===== config.mk =====
export PLATFORM = sky130hd
export DESIGN_NAME = shs_front
export DESIGN_NICKNAME = d
export VERILOG_FILES = /design/src/design/shs_pkg.sv /design/src/design/shs_front.sv
export SDC_FILE = /design/constraint.sdc
export NUM_CORES = 1
export LEC_CHECK = 0
export BUFFER_PORTS_ARGS = -buffer_cell sky130_fd_sc_hd__buf_2
export CAP_MARGIN = 20
export CORE_AREA = 2 2 279 281
export CTS_CLUSTER_DIAMETER = 200
export DETAILED_ROUTE_END_ITERATION = 10
export DIE_AREA = 0 0 281 283
export GPL_TIMING_DRIVEN = 0
export SETUP_SLACK_MARGIN = 0.15
export SLEW_MARGIN = 20
export SYNTH_ARGS = -nofsm -noshare
export SYNTH_HDL_FRONTEND = slang
export SYNTH_SLANG_ARGS = --single-unit

===== constraint.sdc =====
create_clock -name clk_i -period 17.6 [get_ports clk_i]
set_input_delay 0.88 -clock clk_i [delete_from_list [all_inputs] [get_ports clk_i]]
set_output_delay 0.88 -clock clk_i [all_outputs]
set_load 0.02 [all_outputs]

===== src/design/shs_pkg.sv =====
// ----------------------------------------------------------------------------
// Smoothed Heaviside stencil package
// Shared request types, fixed-point constants and control codes.
// ----------------------------------------------------------------------------
package shs_pkg;

  localparam int FRAC_BITS = 16;

  localparam logic [16:0] ONE_FX  = 17'(1) << FRAC_BITS;
  localparam logic [16:0] HALF_FX = 17'(1) << (FRAC_BITS - 1);

  // Divider geometry: remainder as wide as the divisor, up to 31 quotient bits.
  localparam int DEN_W     = 48;
  localparam int DIV_LOW_W = 31;
  localparam logic [4:0] H_DIV_STEPS = 5'(FRAC_BITS + 2);
  localparam logic [4:0] D_DIV_STEPS = 5'(DIV_LOW_W);

  // Configuration register indexes.
  localparam logic [1:0] CFG_GRID_SPACING    = 2'd0;
  localparam logic [1:0] CFG_INV_TWO_H       = 2'd1;
  localparam logic [1:0] CFG_HALF_H_SQUARED  = 2'd2;
  localparam logic [1:0] CFG_DELTA_THRESHOLD = 2'd3;

  typedef struct packed {
    logic signed [31:0] sdf_center;
    logic signed [31:0] dist_plus_x;
    logic signed [31:0] dist_minus_x;
    logic signed [31:0] dist_plus_y;
    logic signed [31:0] dist_minus_y;
    logic signed [31:0] dist_plus_z;
    logic signed [31:0] dist_minus_z;
    logic signed [31:0] pos_x;
    logic signed [31:0] pos_y;
    logic signed [31:0] pos_z;
    logic        [16:0] fluid_chi_in;
    logic               last_cell;
  } shs_in_t;

  typedef struct packed {
    logic        [16:0] obstacle_chi;
    logic        [16:0] fluid_chi_out;
    logic signed [31:0] surface_delta;
    logic signed [31:0] grad_x;
    logic signed [31:0] grad_y;
    logic signed [31:0] grad_z;
    logic               surface_hit;
    logic        [46:0] mass_total;
    logic signed [47:0] moment_x;
    logic signed [47:0] moment_y;
    logic signed [47:0] moment_z;
    logic               block_done;
  } shs_out_t;

  typedef struct packed {
    logic [30:0] grid_spacing;
    logic [30:0] inv_two_h;
    logic [30:0] half_h_squared;
    logic [30:0] delta_threshold;
  } shs_cfg_t;

  // A classified cell waiting for the back end.
  typedef struct packed {
    shs_in_t req;
    logic    far;
  } shs_job_t;

  typedef struct packed {
    logic                 start;
    logic [DEN_W-1:0]     rem;
    logic [DIV_LOW_W-1:0] low;
    logic [4:0]           steps;
    logic [DEN_W-1:0]     den;
  } shs_div_req_t;

  typedef struct packed {
    logic                 done;
    logic [DIV_LOW_W-1:0] quot;
  } shs_div_rsp_t;

  typedef enum logic [2:0] {
    ST_IDLE,
    ST_MUL,
    ST_ACC,
    ST_DIVH,
    ST_WAITH,
    ST_DIVD,
    ST_WAITD,
    ST_OUT
  } shs_state_e;

  typedef enum logic [3:0] {
    OP_G,
    OP_GP,
    OP_SQ,
    OP_NH,
    OP_ND,
    OP_DELTA,
    OP_MX,
    OP_MY,
    OP_MZ
  } shs_op_e;

endpackage


===== src/design/shs_front.sv =====
// ----------------------------------------------------------------------------
// Smoothed Heaviside stencil front end
// Accepts cell requests, marks far cells and holds them in a two-entry queue.
// ----------------------------------------------------------------------------
module shs_front import shs_pkg::*; (
  input  logic     clk_i,
  input  logic     rst_ni,
  input  logic     in_valid_i,
  output logic     in_stall_o,
  input  shs_in_t  in_req_i,
  input  logic [31:0] two_h_i,
  output logic     job_valid_o,
  output shs_job_t job_o,
  input  logic     job_take_i
);

  shs_job_t    fifo_q [2];
  logic        wptr_q, rptr_q;
  logic [1:0]  cnt_q;
  logic        push, pop;
  logic signed [33:0] d0, lim;
  shs_job_t    job_in;

  // A cell is far when its centre distance lies outside [-2h, 2h].
  assign d0  = {{2{in_req_i.sdf_center[31]}}, in_req_i.sdf_center};
  assign lim = {2'b00, two_h_i};

  always_comb begin
    job_in.req = in_req_i;
    job_in.far = (d0 > lim) || (d0 < -lim);
  end

  assign in_stall_o  = (cnt_q == 2'd2);
  assign job_valid_o = (cnt_q != 2'd0);
  assign job_o       = fifo_q[rptr_q];
  assign push        = in_valid_i && !in_stall_o;
  assign pop         = job_take_i && job_valid_o;

  always_ff @(posedge clk_i or negedge rst_ni) begin
    if (!rst_ni) begin
      wptr_q <= 1'b0;
      rptr_q <= 1'b0;
      cnt_q  <= 2'd0;
    end else begin
      if (push) wptr_q <= ~wptr_q;
      if (pop)  rptr_q <= ~rptr_q;
      cnt_q <= cnt_q + 2'(push) - 2'(pop);
    end
  end

  always_ff @(posedge clk_i) begin
    if (push) fifo_q[wptr_q] <= job_in;
  end

endmodule


==> impl_results.md <==
- Status: completed
- Final ANT Viol Nets: 0
- Fin crit share: 0.283
- Final Util: 0.449
- Global placer's final weighted congestion: 0.841
- Slew Viols, Final: 0
- CP Max Fanout: 5
- Postcts setup bufs: 0
- Fmax: 201 MHz
- CP Class: in2reg
- Crit path required time: 17.93 ns
- Fill count: 6,815
- H-tree depth: 3
- Worst min path class: in2async
- Critical Path Max Stage Delay: 0.57 ns
- Cells after Synth: 1,362
- Area of the multi-input gates: 5940 sq um
- CTS Root Cell: clkbuf_16
- Crit path buffers/inverters: 2
- Wire per inst: 21.1 microns
- Tmin final: 4.98 ns
- Yosys reg bits: 682
- Crit start category: primary input
- Top-Level Pins: 715
- TritonRoute pass-1 iters: 5
- CTS tree: yes
- Unique cell type count in the Yosys netlist: 42
- FF-to-FF Start: cnt_q[1]
- Die area: 79,500 sq um
- Leakage: 13.0 nW
- Starting Density: 0.348
- Synth top area share: 0.763
- R2R depth: 10
- Mapped Nets: 1,805
- Vias in the first global route: 16,300
- Slew HR: 0.366
- Die width: 281 microns
- Largest net degree at the start of global routing: 52
- # DRC: 0
- Synthesized area per cell: 19.6 sq um
- Met1 Use GR: 0.177
- Reg clk slew, reported paths: 0.06 ns
- Final wirelength: 69.2 mm
- Number of port buffers: 714
- Reg-to-Reg End: fifo_q[0][197]
- Vias: 15,300
- Die Ht: 283 microns
- Crit path from: two_h_i[1]
- Top delay family on crit path: simple AND/OR/NAND/NOR gates
- Sequential Area: 20,500 sq um
- Initial antenna violation count: 31
- Seq/Total Area, Yosys: 0.767
- Worst reg2reg setup slack: 14.63 ns
- Met2 Resource Use GR: 0.301
- Layout cell share with drive strength beyond 1: 0.536
- Slew of the pin with the lowest slew margin: 0.950 ns
- Initial DRC Count: 790
- CP cell instances: buf_2, inv_1, ha_1, or4b_4, nor4b_4, nand3_1, or3_4, nor2_1, xnor2_1, ha_1, nand4_1, or3_1, or4_4, o221a_1, nand3_1, or3b_1
- Setup_tns: 0 ns
- Post-synth EDFFs: 678
- Hold-fix buffers at CTS: 0
- Post-DP HPWL: 52.0 mm
- Top cells by area, synth: edfxtp_1, mux2_2, ha_1
- Max rail drop VDD: 0.102 mV
- Primary FF master, synth: edfxtp_1
- Async S/R FF share, synth: 0.00587
- GR Overflow Total: 0
- Area leader, netlist: edfxtp_1
- Ys Warns: 0
- GRT Total Usage: 0.168
- RSZ-0062 raised after global routing: false
- Critical Path Sink Type: flop
- Crit path DAT: 5.31 ns
- CTS Sinks: 682
- Pwr Density: 167 nW/um^2
- Clock Latency Late Sink: 0.61 ns
- CTS resizes: 0
- Nets@finish: 2,619
- First-pass GRT wire length: 99.7 mm
- Routing usage on met3: 0.0604
- Row cnt: 102
- Vias per inst: 4.65
- Busiest grt layer: met2
- Total CTS buffers: 75
- Layout Skew: 0.0325 ns
- Area Overhead vs Synth: 29.1%
- Core ar.: 76,700 sq um
- CTS Buffer Depth: 3
- Crit-path slowest cell: or4_4
- Final hold vios: 0
- Max Cap Viol: 0
- Synthesized area: 26,700 sq um
- Most frequent cell after synthesis: edfxtp_1
- Commonest cells in the netlist: edfxtp_1, mux2_2, ha_1
- Final setup vio count: 0
==> area by class of cell <==
type	instances	area share
Antenna cell	16	0.00116
Buffer	38	0.00421
Clock buffer	90	0.0573
Clock inverter	40	0.00933
Inverter	40	0.00436
Multi-Input combinational cell	602	0.172
Sequential cell	682	0.594
Tap cell	1040	0.0378
Timing Repair Buffer	737	0.120
==> power breakdown <==
group	switching (W)	internal, W
combinational	0.00126	0.000751
clock	0.000638	0.000834
sequential	0.0000688	0.00221
total	0.00196	0.00380
==> worst register-to-register path: cells and delay by family (launching register included) <==
family / cells / cell delay, ns
buf+inv: 7 / 1.42
flops: 1 / 0.41
simple gates: 3 / 0.83
==> state kept, by name, summed over array words and instances, names as in the netlist <==
signal / flops
cnt_q: 2
fifo_q: 678
rptr_q: 1
wptr_q: 1
==> kinds of logic (layout without fill, tap and decap cells) <==
logic type	after synthesis	count (layout)	synth area share
flip-flops	682	682	0.767
AO/OA/AOI/OAI	56	56	0.0125
AND/OR/NAND/NOR	107	107	0.0241
other	0	16	0
buffers and inverters	78	945	0.0110
adder cells (fa/ha/maj)	69	69	0.0324
XOR/XNOR	31	31	0.0102
multiplexers	339	339	0.143
==> worst max path at each step <==
stage / end / cells after the start / slack [ns]
final: fifo_q[1][0] / 16 / 12.62
after global routing: fifo_q[1][0] / 16 / 12.49
after CTS: fifo_q[1][0] / 16 / 12.67
after detailed placement: fifo_q[0][0] / 16 / 12.02
after global placement: fifo_q[0][235] / 3 / -6.71
after floorplan: fifo_q[0][0] / 2 / 1.55
==> metrics by stage <==
step | hold WS [ns] | cells | power (W) | instance area, sq um | setup WS [ns]
after floorplan | 0.460 | 1362 | 0.00373 | 26700 | 1.55
after global placement | 0.479 | 3116 | 0.00454 | 31600 | -6.71
after detailed placement | 0.509 | 3139 | 0.00436 | 32100 | 12.02
after CTS | 0.0201 | 3269 | 0.00585 | 34400 | 12.67
after global routing | 0.0254 | 3282 | 0.00602 | 34400 | 12.49
final | 0.0639 | 3285 | 0.00576 | 34500 | 12.62
==> per-layer routing <==
layer,up-vias,part of all wire
met5,-,0.0022
met2,533,0.52
li1,7039,-
met1,7545,0.36
met3,144,0.087
met4,26,0.032
==> cell usage in the layout, fill, tap and decap left out, drive strengths merged, types with 2 or more instances in the layout <==
| cell type | count |
|---|---|
| a221oi | 3 |
| bufinv | 2 |
| or3 | 4 |
| nor2 | 14 |
| clkbuf | 128 |
| inv | 42 |
| dfrtp | 4 |
| xnor2 | 29 |
| nand4 | 14 |
| nor4b | 2 |
| o21ai | 11 |
| xor2 | 2 |
| ha | 69 |
| a21oi | 28 |
| buf | 737 |
| clkinvlp | 3 |
| a21o | 7 |
| clkinv | 33 |
| nor4 | 10 |
| mux2 | 339 |
| or2 | 2 |
| or4 | 3 |
| diode | 16 |
| nand3 | 9 |
| edfxtp | 678 |
| and2 | 2 |
| nand2b | 3 |
| nor3 | 9 |
| or4b | 2 |
| nand2 | 29 |
Note: power is estimated with default switching activity, not from simulation.
