[src/design/shs_pkg.sv]
// ----------------------------------------------------------------------------
// Smoothed Heaviside stencil package
// Shared request types, fixed-point constants and control codes.
// ----------------------------------------------------------------------------
package shs_pkg;

  localparam int FRAC_BITS = 16;

  localparam logic [16:0] ONE_FX  = 17'(1) << FRAC_BITS;
  localparam logic [16:0] HALF_FX = 17'(1) << (FRAC_BITS - 1);

  // Divider geometry: remainder as wide as the divisor, up to 31 quotient bits.
  localparam int DEN_W     = 48;
  localparam int DIV_LOW_W = 31;
  localparam logic [4:0] H_DIV_STEPS = 5'(FRAC_BITS + 2);
  localparam logic [4:0] D_DIV_STEPS = 5'(DIV_LOW_W);

  // Configuration register indexes.
  localparam logic [1:0] CFG_GRID_SPACING    = 2'd0;
  localparam logic [1:0] CFG_INV_TWO_H       = 2'd1;
  localparam logic [1:0] CFG_HALF_H_SQUARED  = 2'd2;
  localparam logic [1:0] CFG_DELTA_THRESHOLD = 2'd3;

  typedef struct packed {
    logic signed [31:0] sdf_center;
    logic signed [31:0] dist_plus_x;
    logic signed [31:0] dist_minus_x;
    logic signed [31:0] dist_plus_y;
    logic signed [31:0] dist_minus_y;
    logic signed [31:0] dist_plus_z;
    logic signed [31:0] dist_minus_z;
    logic signed [31:0] pos_x;
    logic signed [31:0] pos_y;
    logic signed [31:0] pos_z;
    logic        [16:0] fluid_chi_in;
    logic               last_cell;
  } shs_in_t;

  typedef struct packed {
    logic        [16:0] obstacle_chi;
    logic        [16:0] fluid_chi_out;
    logic signed [31:0] surface_delta;
    logic signed [31:0] grad_x;
    logic signed [31:0] grad_y;
    logic signed [31:0] grad_z;
    logic               surface_hit;
    logic        [46:0] mass_total;
    logic signed [47:0] moment_x;
    logic signed [47:0] moment_y;
    logic signed [47:0] moment_z;
    logic               block_done;
  } shs_out_t;

  typedef struct packed {
    logic [30:0] grid_spacing;
    logic [30:0] inv_two_h;
    logic [30:0] half_h_squared;
    logic [30:0] delta_threshold;
  } shs_cfg_t;

  // A classified cell waiting for the back end.
  typedef struct packed {
    shs_in_t req;
    logic    far;
  } shs_job_t;

  typedef struct packed {
    logic                 start;
    logic [DEN_W-1:0]     rem;
    logic [DIV_LOW_W-1:0] low;
    logic [4:0]           steps;
    logic [DEN_W-1:0]     den;
  } shs_div_req_t;

  typedef struct packed {
    logic                 done;
    logic [DIV_LOW_W-1:0] quot;
  } shs_div_rsp_t;

  typedef enum logic [2:0] {
    ST_IDLE,
    ST_MUL,
    ST_ACC,
    ST_DIVH,
    ST_WAITH,
    ST_DIVD,
    ST_WAITD,
    ST_OUT
  } shs_state_e;

  typedef enum logic [3:0] {
    OP_G,
    OP_GP,
    OP_SQ,
    OP_NH,
    OP_ND,
    OP_DELTA,
    OP_MX,
    OP_MY,
    OP_MZ
  } shs_op_e;

endpackage

[src/design/shs_div.sv]
// ----------------------------------------------------------------------------
// Smoothed Heaviside stencil divider
// Restoring divider, one quotient bit per cycle, up to 31 bits.
// ----------------------------------------------------------------------------
module shs_div import shs_pkg::*; (
  input  logic         clk_i,
  input  logic         rst_ni,
  input  shs_div_req_t req_i,
  output shs_div_rsp_t rsp_o
);

  logic [DEN_W-1:0]     rem_q, den_q;
  logic [DIV_LOW_W-1:0] low_q, quot_q;
  logic [4:0]           cnt_q;
  logic                 busy_q, done_q;
  logic [DEN_W:0]       r2;
  logic                 ge;

  // The caller guarantees the starting remainder is below the divisor.
  assign r2 = {rem_q, low_q[DIV_LOW_W-1]};
  assign ge = r2 >= {1'b0, den_q};

  always_ff @(posedge clk_i or negedge rst_ni) begin
    if (!rst_ni) begin
      busy_q <= 1'b0;
      done_q <= 1'b0;
      cnt_q  <= 5'd0;
    end else begin
      done_q <= 1'b0;
      if (req_i.start) begin
        busy_q <= 1'b1;
        cnt_q  <= req_i.steps;
      end else if (busy_q) begin
        cnt_q <= cnt_q - 5'd1;
        if (cnt_q == 5'd1) begin
          busy_q <= 1'b0;
          done_q <= 1'b1;
        end
      end
    end
  end

  always_ff @(posedge clk_i) begin
    if (req_i.start) begin
      rem_q  <= req_i.rem;
      low_q  <= req_i.low;
      den_q  <= req_i.den;
      quot_q <= '0;
    end else if (busy_q) begin
      rem_q  <= ge ? DEN_W'(r2 - {1'b0, den_q}) : r2[DEN_W-1:0];
      low_q  <= low_q << 1;
      quot_q <= {quot_q[DIV_LOW_W-2:0], ge};
    end
  end

  assign rsp_o.done = done_q;
  assign rsp_o.quot = quot_q;

endmodule

[config.mk]
export PLATFORM = sky130hd
export DESIGN_NAME = shs_div
export DESIGN_NICKNAME = d
export VERILOG_FILES = /design/src/design/shs_pkg.sv /design/src/design/shs_div.sv
export SDC_FILE = /design/constraint.sdc
export NUM_CORES = 1
export LEC_CHECK = 0
export ABC_AREA = 1
export BUFFER_PORTS_ARGS = -buffer_cell sky130_fd_sc_hd__buf_4
export CORE_MARGIN = 5
export CORE_UTILIZATION = 40
export DETAILED_ROUTE_END_ITERATION = 10
export HOLD_SLACK_MARGIN = 0.06
export PLACE_DENSITY_LB_ADDON = 0.2
export SLEW_MARGIN = 10
export SYNTH_ARGS = -nofsm -noshare
export SYNTH_HDL_FRONTEND = slang
export SYNTH_SLANG_ARGS = --single-unit
[constraint.sdc]
create_clock -name clk_i -period 4.4 [get_ports clk_i]
set_input_delay 0.88 -clock clk_i [delete_from_list [all_inputs] [get_ports clk_i]]
set_output_delay 0.88 -clock clk_i [all_outputs]
set_load 0.1 [all_outputs]
==> metrics.yaml, run 1 <==
use_met3_pct: 5.518
crit_path_max_fanout: 31
met1_usage_pct: 26.25
grt_first_pass_wirelength_mm: 50.31
die_h_um: 177.9
grt_pass1_vias: 10049
cts_tree: "built"
end_kind: "register"
worst_pin_slew_ns: 1.111
final_cells: 2152
drtAntennaViolNets: 0
cts_root_buf: "clkbuf_16"
initial_utilization_pct: 40.57
syn_inst: 1607
cts_setup_buffers: 0
clk_path_buf_depth: 2
critPathLaunchType: "register"
critPathKind: "reg -> reg"
startpoint: "rem_q[20]"
fin_util_pct: 48.52
synth.area.top_cells: "edfxtp_1, nand2_1, inv_1"
power.leakage_nw: 7.024
worstSkewPairLatency_ns: 0.46
hold_ws_ns: 0.2318
muxShareOfSynthArea_pct: 0
fill_cells: 2960
port_buffers: 166
yosys.area_share.simple_pct: 34.45
post-route-period-util_pct: 66.47
fmax_ghz: 0.3419
finalClockSkew_ns: 0.02474
synth_top_family_by_area: "simple AND/OR/NAND/NOR gates"
cap_violations: 0
pin_count: 167
syn_area_mm2: 0.01127
core_mm2: 0.02778
dp_worst_setup_slack_ns: 1.456
n_antenna_cell: 0
layout.nets: 1947
r2r-start: "rem_q[20]"
ctsHoldBuffers: 0
setup_ws_ns: 1.476
hold_class: "in -> async"
p_total_mw: 8.189
first_pass_iters: 6
post_drt_wl_per_cell_um: 14.47
place_congestion: 0.9445
powerDensity_mw_per_mm2: 607.5
clock-sinks: 165
grt-busiest-layer: "met2"
fin_setup_tns_ns: 0
detail_route.iter0.violations: 559
final_cell_area_mm2: 0.01348
synthAdderAreaFrac_pct: 5.728
cp-endpoint: "rem_q[41]"
viasPerCell: 4.662
drc: 0
grt_antenna_before_repair: 0
placed_cells: 2120
crit_required_ns: 4.61
ys_seq_area_share_pct: 40.90
synth_seq_cells: 165
r2r_cells: 15
rsz0062_at_grt: "no"
grt_max_degree: 85
die_w_um: 177.9
cp.arrival_ns: 3.13
synth-xor-area-share_pct: 1.787
relSlewSlack_pct: 25.91
row_count: 61
wirelength_mm: 31.15
status: "finished clean"
area_growth_pct: 19.59
place_hpwl_mm: 24.18
cts_max_level: 4
placed_area_mm2: 0.01285
r2r-end: "rem_q[41]"
synth_compound_area_share_pct: 4.452
syn_area_per_cell_um2: 7.014
cts_resized: 0
setup_viol: 0
reg2reg_slack_ns: 1.48
synth_warnings: 0
grt_remaining_overflow: 0
hold_viol_final: 0
cts_buffers: 17
path_clk_slew_ns: 0.08
vdd_ir_drop_max_v: 0.0002767
drive_gt1_share_pct: 13.53
syn-num-nets: 1793
synth_top_area_cell: "edfxtp_1"
globalRouteTotalUtil_pct: 20.00
period_needed_ns: 2.925
vias: 10033
die_area_mm2: 0.03163
finalMaxSlewViolations: 0
yosysTopAreaCellShare_pct: 33.84
grt_use_met2_pct: 33.04
ys_types: 42
[worst min-delay path by stage]
stage,startpoint,endpoint,cells after the start
3_3_place_gp,quot_q[21],quot_q[22],2
2_1_floorplan,cnt_q[4],done_q,1
6_report,rst_ni,cnt_q[1],1
4_1_cts,rst_ni,cnt_q[1],1
3_5_place_dp,quot_q[30],quot_q[30],2
5_1_grt,rst_ni,done_q,1
[worst max-delay path, cell delays in order, from the launching register on]
cell and delay, ns:
edfxtp_1 0.39, ha_1 0.38, nand2_1 0.13, inv_2 0.07
nand2_1 0.13, nor2_1 0.20, nand2_1 0.09, nor2_1 0.11
nand2_1 0.10, nand3_2 0.10, nor2_4 0.05, nand2_2 0.34
buf_12 0.24, nand3_1 0.17, nand2_1 0.10, nand2_1 0.05
[layout make-up]
cell class	count	area (µm²)	area share (%)
clock buffers	18	450.4	3.342
inverters	322	1211	8.985
well taps	378	473.0	3.509
flip-flops and latches	165	4609	34.20
multi-input cells	1080	5231	38.81
repair buffers	175	1326	9.839
clock inverters	14	177.7	1.318
[routing by layer]
layer / vias up / wire length [µm]
li1: 5293 / -
met1: 4496 / 14470
met2: 228 / 14150
met3: 16 / 2182
met4: 0 / 343
met5: - / 0
[state kept, by name, indices dropped and copies added, names as in the netlist]
| signal | count |
|---|---|
| busy_q | 1 |
| cnt_q | 5 |
| den_q | 48 |
| done_q | 1 |
| low_q | 31 |
| quot_q | 31 |
| rem_q | 48 |
[cell usage after synthesis]
| master | number |
|---|---|
| o211ai_1 | 1 |
| nor2_4 | 4 |
| a221o_1 | 1 |
| o22ai_1 | 29 |
| xor2_1 | 2 |
| dfxtp_1 | 31 |
| clkinv_1 | 2 |
| o21bai_1 | 6 |
| nor3_2 | 1 |
| nand4_1 | 12 |
| a31oi_1 | 1 |
| nand3_1 | 106 |
| o21ai_1 | 1 |
| o21a_1 | 3 |
| and2_1 | 4 |
| a22oi_1 | 1 |
| fa_1 | 1 |
| nor4_1 | 3 |
| ha_1 | 50 |
| a21oi_1 | 32 |
| nand3_2 | 2 |
| clkbuf_1 | 17 |
| buf_1 | 8 |
| nor3_1 | 8 |
| nand2_1 | 645 |
| nor2_1 | 89 |
| a21oi_2 | 1 |
| xnor2_1 | 21 |
| edfxtp_1 | 127 |
| nor2_2 | 2 |
| nand3b_1 | 41 |
| buf_4 | 1 |
| or2_2 | 1 |
| o221ai_1 | 2 |
| buf_2 | 6 |
| buf_6 | 8 |
| nand3_4 | 1 |
| inv_2 | 17 |
| dfrtp_1 | 7 |
| inv_1 | 303 |
| nand2_2 | 3 |
| o21ai_0 | 6 |
[cells in the final DEF (no fill, tap or decap), types with 2 or more instances in the layout]
cell type / synthesis / routed
nand2_2: 3 / 3
nand3b_1: 41 / 41
xor2_1: 2 / 2
xnor2_1: 21 / 21
o221ai_1: 2 / 2
o21bai_1: 6 / 6
nand3_1: 106 / 106
inv_6: 0 / 2
nand2_1: 645 / 645
edfxtp_1: 127 / 127
nand3_2: 2 / 2
nor2_2: 2 / 2
inv_1: 303 / 303
inv_2: 17 / 17
nor2_4: 4 / 4
dfrtp_1: 7 / 7
clkbuf_16: 0 / 18
and2_1: 4 / 4
inv_12: 0 / 2
o21ai_0: 6 / 6
o21a_1: 3 / 3
ha_1: 50 / 50
o22ai_1: 29 / 29
nor3_1: 8 / 8
dfxtp_1: 31 / 31
a21oi_1: 32 / 32
inv_8: 0 / 4
nor4_1: 3 / 3
nor2_1: 89 / 89
buf_4: 1 / 174
clkinv_8: 0 / 4
clkinv_4: 0 / 2
nand4_1: 12 / 12
[logic make-up (layout without fill, tap and decap cells)]
family	Yosys count	in the layout
and+or+nand+nor	922	922
buffers and inverters	362	529
DFF	165	165
AOI/OAI and AO/OA	84	84
adders and majority gates	51	51
xor gates and xnor gates	23	23
[report_power, final]
group | internal [mW] | leakage, nW | switching (mW)
clock network | 0.812 | 0.305 | 0.782
logic | 1.53 | 5.06 | 2.82
registers | 2.08 | 1.66 | 0.158
(Power assumes the default switching activity.)
==> run 2: changes to the inputs <==
==> constraint.sdc (replaced) <==
create_clock -name clk_i -period 2.78 [get_ports clk_i]
set_input_delay 0.556 -clock clk_i [delete_from_list [all_inputs] [get_ports clk_i]]
set_output_delay 0.556 -clock clk_i [all_outputs]
set_load 0.1 [all_outputs]
==> metrics.yaml, run 2 (synthesis gave the netlist of run 1 again) <==
status: "finished clean"
globalRouteTotalUtil_pct: 21.04  # +1.0 points
cts_max_level: 4  # unchanged
fill_cells: 2873  # -2.9%
path_depth: 12  # -3
grt_max_degree: 61  # -28%
post-route-period-util_pct: 93.63  # +27 points
r2r-end: "rem_q[26]"
cts_root_buf: "clkbuf_16"
n_antenna_cell: 0  # unchanged
mostFrequentLayoutCell: "nand2_1"
drive_gt1_share_pct: 14.97  # +1.4 points
initial_utilization_pct: 40.57  # unchanged
pin_count: 167  # unchanged
slowest_stage: "edfxtp_1"
die_h_um: 177.9  # unchanged
path_cells: "ha_1 -> nand2_2 -> inv_1 -> a21oi_2 -> nand2_1 -> inv_2 -> a21oi_2 -> nor2_4 -> buf_4 -> nand3b_1 -> nand3_1 -> nand2_1"
path_buf_inv: 3  # +1
final_cell_mix: "nand2_1, inv_1, buf_4"
r2r_cells: 12  # -3
layout.nets: 1963  # +0.82%
crit_required_ns: 2.97  # -1.64 ns
power.leakage_nw: 7.122  # +1.4%
grt_antenna_before_repair: 1  # +1
detail_route.iter0.violations: 658  # +18%
hold_viol_final: 0  # unchanged
drtAntennaViolNets: 0  # unchanged
clock-sinks: 165  # unchanged
slowest_delay_ns: 0.41  # +0.02 ns
die_w_um: 177.9  # unchanged
placed_area_mm2: 0.01302  # +1.3%
grt_remaining_overflow: 0  # unchanged
cp-endpoint: "rem_q[26]"
viasPerCell: 4.719  # +1.2%
core_mm2: 0.02778  # unchanged
end_kind: "register"
grt_first_pass_wirelength_mm: 52.52  # +4.4%
path_clk_slew_ns: 0.09  # about the same
vdd_ir_drop_max_v: 0.0004939  # +78%
port_buffers: 166  # unchanged
vias: 10231  # +2.0%
wirelength_mm: 32.77  # +5.2%
setup_viol: 0  # unchanged
worst_pin_slew_ns: 0.6484  # -0.4629 ns
startpoint: "rem_q[31]"
cts_tree: "built"
row_count: 61  # unchanged
period_needed_ns: 2.603  # -0.3216 ns
reg2reg_slack_ns: 0.18  # -1.30 ns
die_area_mm2: 0.03163  # unchanged
finalClockSkew_ns: 0.02152  # -0.003220 ns
cts_setup_buffers: 0  # unchanged
area_growth_pct: 21.76
post_drt_wl_per_cell_um: 15.11  # +4.4%
finalMaxSlewViolations: 0  # unchanged
fmax_ghz: 0.3842  # +12%
grt_pass1_vias: 10222  # +1.7%
worstSkewPairLatency_ns: 0.45  # about the same
first_pass_iters: 5  # -1
hold_class: "in -> reg"
place_congestion: 0.9670  # +2.4%
path_delay_family: "simple AND/OR/NAND/NOR gates"
r2r-start: "rem_q[31]"
critPathLaunchType: "register"
clk_path_buf_depth: 2  # unchanged
cp.arrival_ns: 2.80  # -0.33 ns
crit_path_max_fanout: 14  # -55%
powerDensity_mw_per_mm2: 976.8  # +61%
drc: 0  # unchanged
place_hpwl_mm: 25.36  # +4.9%
cts_buffers: 17  # unchanged
top_regs: "den_q: 48 flops, rem_q: 48 flops"
critPathKind: "reg -> reg"
fin_setup_tns_ns: 0  # unchanged
final_cell_area_mm2: 0.01372  # +1.8%
cap_violations: 0  # unchanged
hold_depth: 1
relSlewSlack_pct: 56.78  # +31 points
## run 2: metrics by stage
| step | power (mW) | util, % | hold WS (ns) | setup slack (ns) | cells |
|---|---|---|---|---|---|
| global route | 14.58 | 49.40 | 0.2474 | -0.01688 | 2168 |
| detailed placement | 10.77 | 46.86 | 0.3753 | 0.04975 | 2134 |
| floorplan | 8.736 | - | 0.2604 | 0.2596 | 1607 |
| CTS | 13.33 | 49.09 | 0.2507 | 0.02410 | 2167 |
| global placement | 10.74 | 46.86 | 0.3749 | 0.04386 | 2134 |
| finish | 13.40 | 49.40 | 0.2688 | 0.1771 | 2168 |
## run 2: worst min path at each step
stage               from   endpoint  slack (ns)
3_3_place_gp      rst_ni     done_q        0.37
2_1_floorplan     rst_ni     busy_q        0.26
6_report       req_i[37]  den_q[37]        0.27
4_1_cts        req_i[37]  den_q[37]        0.25
3_5_place_dp      rst_ni   cnt_q[3]        0.38
5_1_grt        req_i[37]  den_q[37]        0.25
## run 2: routing by layer
layer / track usage (%) / share of wire, % / up-vias
li1: - / - / 5342
met1: 27.24 / 45 / 4592
met2: 34.19 / 45 / 245
met3: 6.285 / 7.0 / 50
met4: 5.962 / 2.7 / 2
met5: 0 / 0.021 / -
## run 2: worst reg2reg max path, delay by kind of cell, from the launching register on
family,cells,cell delay [ns]
and+or+nand+nor,6,0.84
buffers and inverters,3,0.41
DFF,1,0.41
adders and majority gates,1,0.39
AOI/OAI and AO/OA,2,0.29
## run 2: where the power goes
group	switching (mW)	leakage, nW	internal (mW)
clock network	1.25	0.297	1.23
logic	4.72	5.17	2.66
registers	0.253	1.66	3.30
total	6.22	7.12	7.18
## run 2: area by class of cell
class / instances / area, µm² / share of cell area [%]
clock buffer: 17 / 425.4 / 3.100
timing repair buffer: 191 / 1536 / 11.20
tap: 378 / 473.0 / 3.446
clock inverter: 15 / 185.2 / 1.349
multi-input combinational: 1080 / 5283 / 38.49
inverter: 322 / 1211 / 8.826
sequential: 165 / 4609 / 33.59
## run 2: timing repair
| action | CTS | global route |
|---|---|---|
| resized for setup | 0 | 18 |
| hold buffers | 1 | 0 |
| endpoints found under the setup margin | 0 | 48 |
| hold endpoints to repair | 7 | 0 |
==> run 3: changes to the inputs <==
==> constraint.sdc (replaced) <==
create_clock -name clk_i -period 2.78 [get_ports clk_i]
set_input_delay 0.139 -clock clk_i [delete_from_list [all_inputs] [get_ports clk_i]]
set_output_delay 0.139 -clock clk_i [all_outputs]
set_load 0.1 [all_outputs]
==> metrics.yaml, run 3 (synthesis gave the netlist of run 1 again) <==
fin_setup_tns_ns: 0  # unchanged
detail_route.iter0.violations: 540  # -18%
crit_path_max_fanout: 20  # +6
hold_class: "in -> reg"
fin_util_pct: 53.97  # +4.6 points
grt_max_degree: 61  # unchanged
rsz0062_at_grt: "no"
area_growth_pct: 33.04
placed_area_mm2: 0.01299  # -0.25%
viasPerCell: 4.639  # -1.7%
post-route-period-util_pct: 93.28  # -0.36 points
globalRouteTotalUtil_pct: 21.92  # +0.88 points
drc: 0  # unchanged
path_cells: "ha_1 -> nand2_1 -> nor2_2 -> inv_2 -> nor2_4 -> nand2_1 -> a21oi_2 -> nor2_4 -> nand2_2 -> buf_12 -> buf_12 -> o21ai_0 -> nand3_1 -> nand2_1"
power.clock.fraction_pct: 18.7  # +0.2 points
grt_first_pass_wirelength_mm: 55.51  # +5.7%
wirelength_mm: 33.92  # +3.5%
setup_viol: 0  # unchanged
core_mm2: 0.02778  # unchanged
final_cell_area_mm2: 0.01499  # +9.3%
pwr-share-comb_pct: 54.8  # -0.2 points
path_clk_slew_ns: 0.08  # about the same
grt_pass1_vias: 11055  # +8.1%
p_int_mw: 7.328  # +2.0%
cts_tree: "built"
powerDensity_mw_per_mm2: 896.0  # -8.3%
critPathKind: "reg -> reg"
slowest_delay_ns: 0.40  # about the same
initial_utilization_pct: 40.57  # unchanged
cp.arrival_ns: 2.80  # about the same
worst_pin_slew_ns: 0.6428  # -0.005535 ns
final_cell_mix: "nand2_1, inv_1, buf_4"
cap_violations: 0  # unchanged
min_from: "req_i[132]"
layout.nets: 2094  # +6.7%
dp_worst_setup_slack_ns: -0.005579  # -0.05533 ns
n_antenna_cell: 0  # unchanged
die_area_mm2: 0.03163  # unchanged
path_delay_family: "simple AND/OR/NAND/NOR gates"
grt_remaining_overflow: 0  # unchanged
crit_required_ns: 2.99  # +0.02 ns
netSwitchingFraction_pct: 45.45  # -0.96 points
die_w_um: 177.9  # unchanged
die_h_um: 177.9  # unchanged
pin_count: 167  # unchanged
pwr-share-seq_pct: 26.5  # about the same
vdd_ir_drop_max_v: 0.0006442  # +30%
end_kind: "register"
path_buf_inv: 3  # unchanged
crit_path_frequent_cell: "nand2_1"
mostFrequentLayoutCell: "nand2_1"
slowest_stage: "ha_1"
worstSkewPairLatency_ns: 0.45  # about the same
fmax_ghz: 0.3856  # +0.38%
hold_ws_ns: 0.2038  # -0.06492 ns
period_needed_ns: 2.593  # -0.009873 ns
row_count: 61  # unchanged
top_regs: "den_q: 48 flops, rem_q: 48 flops"
clk_path_buf_depth: 2  # unchanged
r2r-start: "rem_q[30]"
relSlewSlack_pct: 57.15  # +0.37 points
cts_max_level: 4  # unchanged
grt_antenna_before_repair: 1  # unchanged
place_congestion: 0.9639  # -0.32%
cts_buffers: 17  # unchanged
critPathLaunchType: "register"
finalClockSkew_ns: 0.02340  # +0.001884 ns
place_hpwl_mm: 25.22  # -0.54%
first_pass_iters: 5  # unchanged
startpoint: "rem_q[30]"
port_buffers: 166  # unchanged
status: "finished clean"
finalMaxSlewViolations: 0  # unchanged
post_drt_wl_per_cell_um: 14.76  # -2.4%
drive_gt1_share_pct: 13.48  # -1.5 points
hold_viol_final: 0  # unchanged
clock-sinks: 165  # unchanged
cts_root_buf: "clkbuf_16"
setup_ws_ns: 0.1869  # +0.009873 ns
p_switching_mw: 6.107  # -1.8%
power.leakage_nw: 7.663  # +7.6%
drtAntennaViolNets: 0  # unchanged
vias: 10665  # +4.2%
==> run 3: changes by cell type in the layout (fill, tap and decap cells not counted), moves of 3 or more <==
| cell | previous run | this run |
|---|---|---|
| nand2_2 | 6 | 3 |
| nand2_1 | 642 | 645 |
| ha_2 | 5 | 0 |
| inv_8 | 2 | 5 |
| ha_1 | 44 | 47 |
| clkinv_8 | 6 | 2 |
| dlygate4sd3_1 | 1 | 134 |
==> run 3: routing by layer <==
metal,vias to the layer above,routed length (µm),track usage [%]
li1,5597,-,-
met1,4752,15790,28.50
met2,257,15560,36.68
met3,57,1653,4.495
met4,2,903,6.864
met5,-,13,0
==> run 3: metrics by stage <==
step,cells,power [mW]
detailed placement,2133,10.70
CTS,2299,13.42
global route,2299,14.64
global placement,2133,10.68
floorplan,1607,8.736
finish,2299,13.44
==> run 3: worst paths after layout <==
kind / end / slack, ns / depth (start not counted)
worst min register to register: quot_q[7] / 0.48 / 2
worst max register to register: rem_q[2] / 0.19 / 14
worst max-delay path: rem_q[2] / 0.19 / 14
worst min-delay path: cnt_q[3] / 0.20 / 3
min in group asynchronous: cnt_q[3] / 0.65 / 3
max in group asynchronous: cnt_q[0] / 1.88 / 3
==> run 3: area by class of cell <==
| type | count | area, µm² |
|---|---|---|
| inverter | 322 | 1211 |
| timing repair buffer | 322 | 2810 |
| clock buffer | 19 | 464.2 |
| clock inverter | 13 | 148.9 |
| multi-input combinational | 1080 | 5278 |
| sequential | 165 | 4609 |
| tap | 378 | 473.0 |
| fill | 2726 | 12790 |
==> run 3: power groups by stage <==
stage / clock [mW] / combinational (mW) / sequential (mW)
finish: 2.51 / 7.37 / 3.56
floorplan: 0 / 5.12 / 3.61
detailed placement: 0 / 7.12 / 3.58
global placement: 0 / 7.11 / 3.57
CTS: 2.56 / 7.31 / 3.54
global route: 2.66 / 8.36 / 3.62
==> run 3: tightest hold or removal path: stages <==
cell and delay, ns:
buf_4 0.23, nand2_1 0.10, o221ai_1 0.09
==> run 3: repair_timing <==
action | CTS | global route
pin swaps | 0 | 0
cloned | 0 | 0
resized for setup | 1 | 8
buffers inserted | 0 | 0
setup endpoints to repair | 1 | 10
endpoints found under the hold margin | 139 | 0
hold buffers | 134 | 0
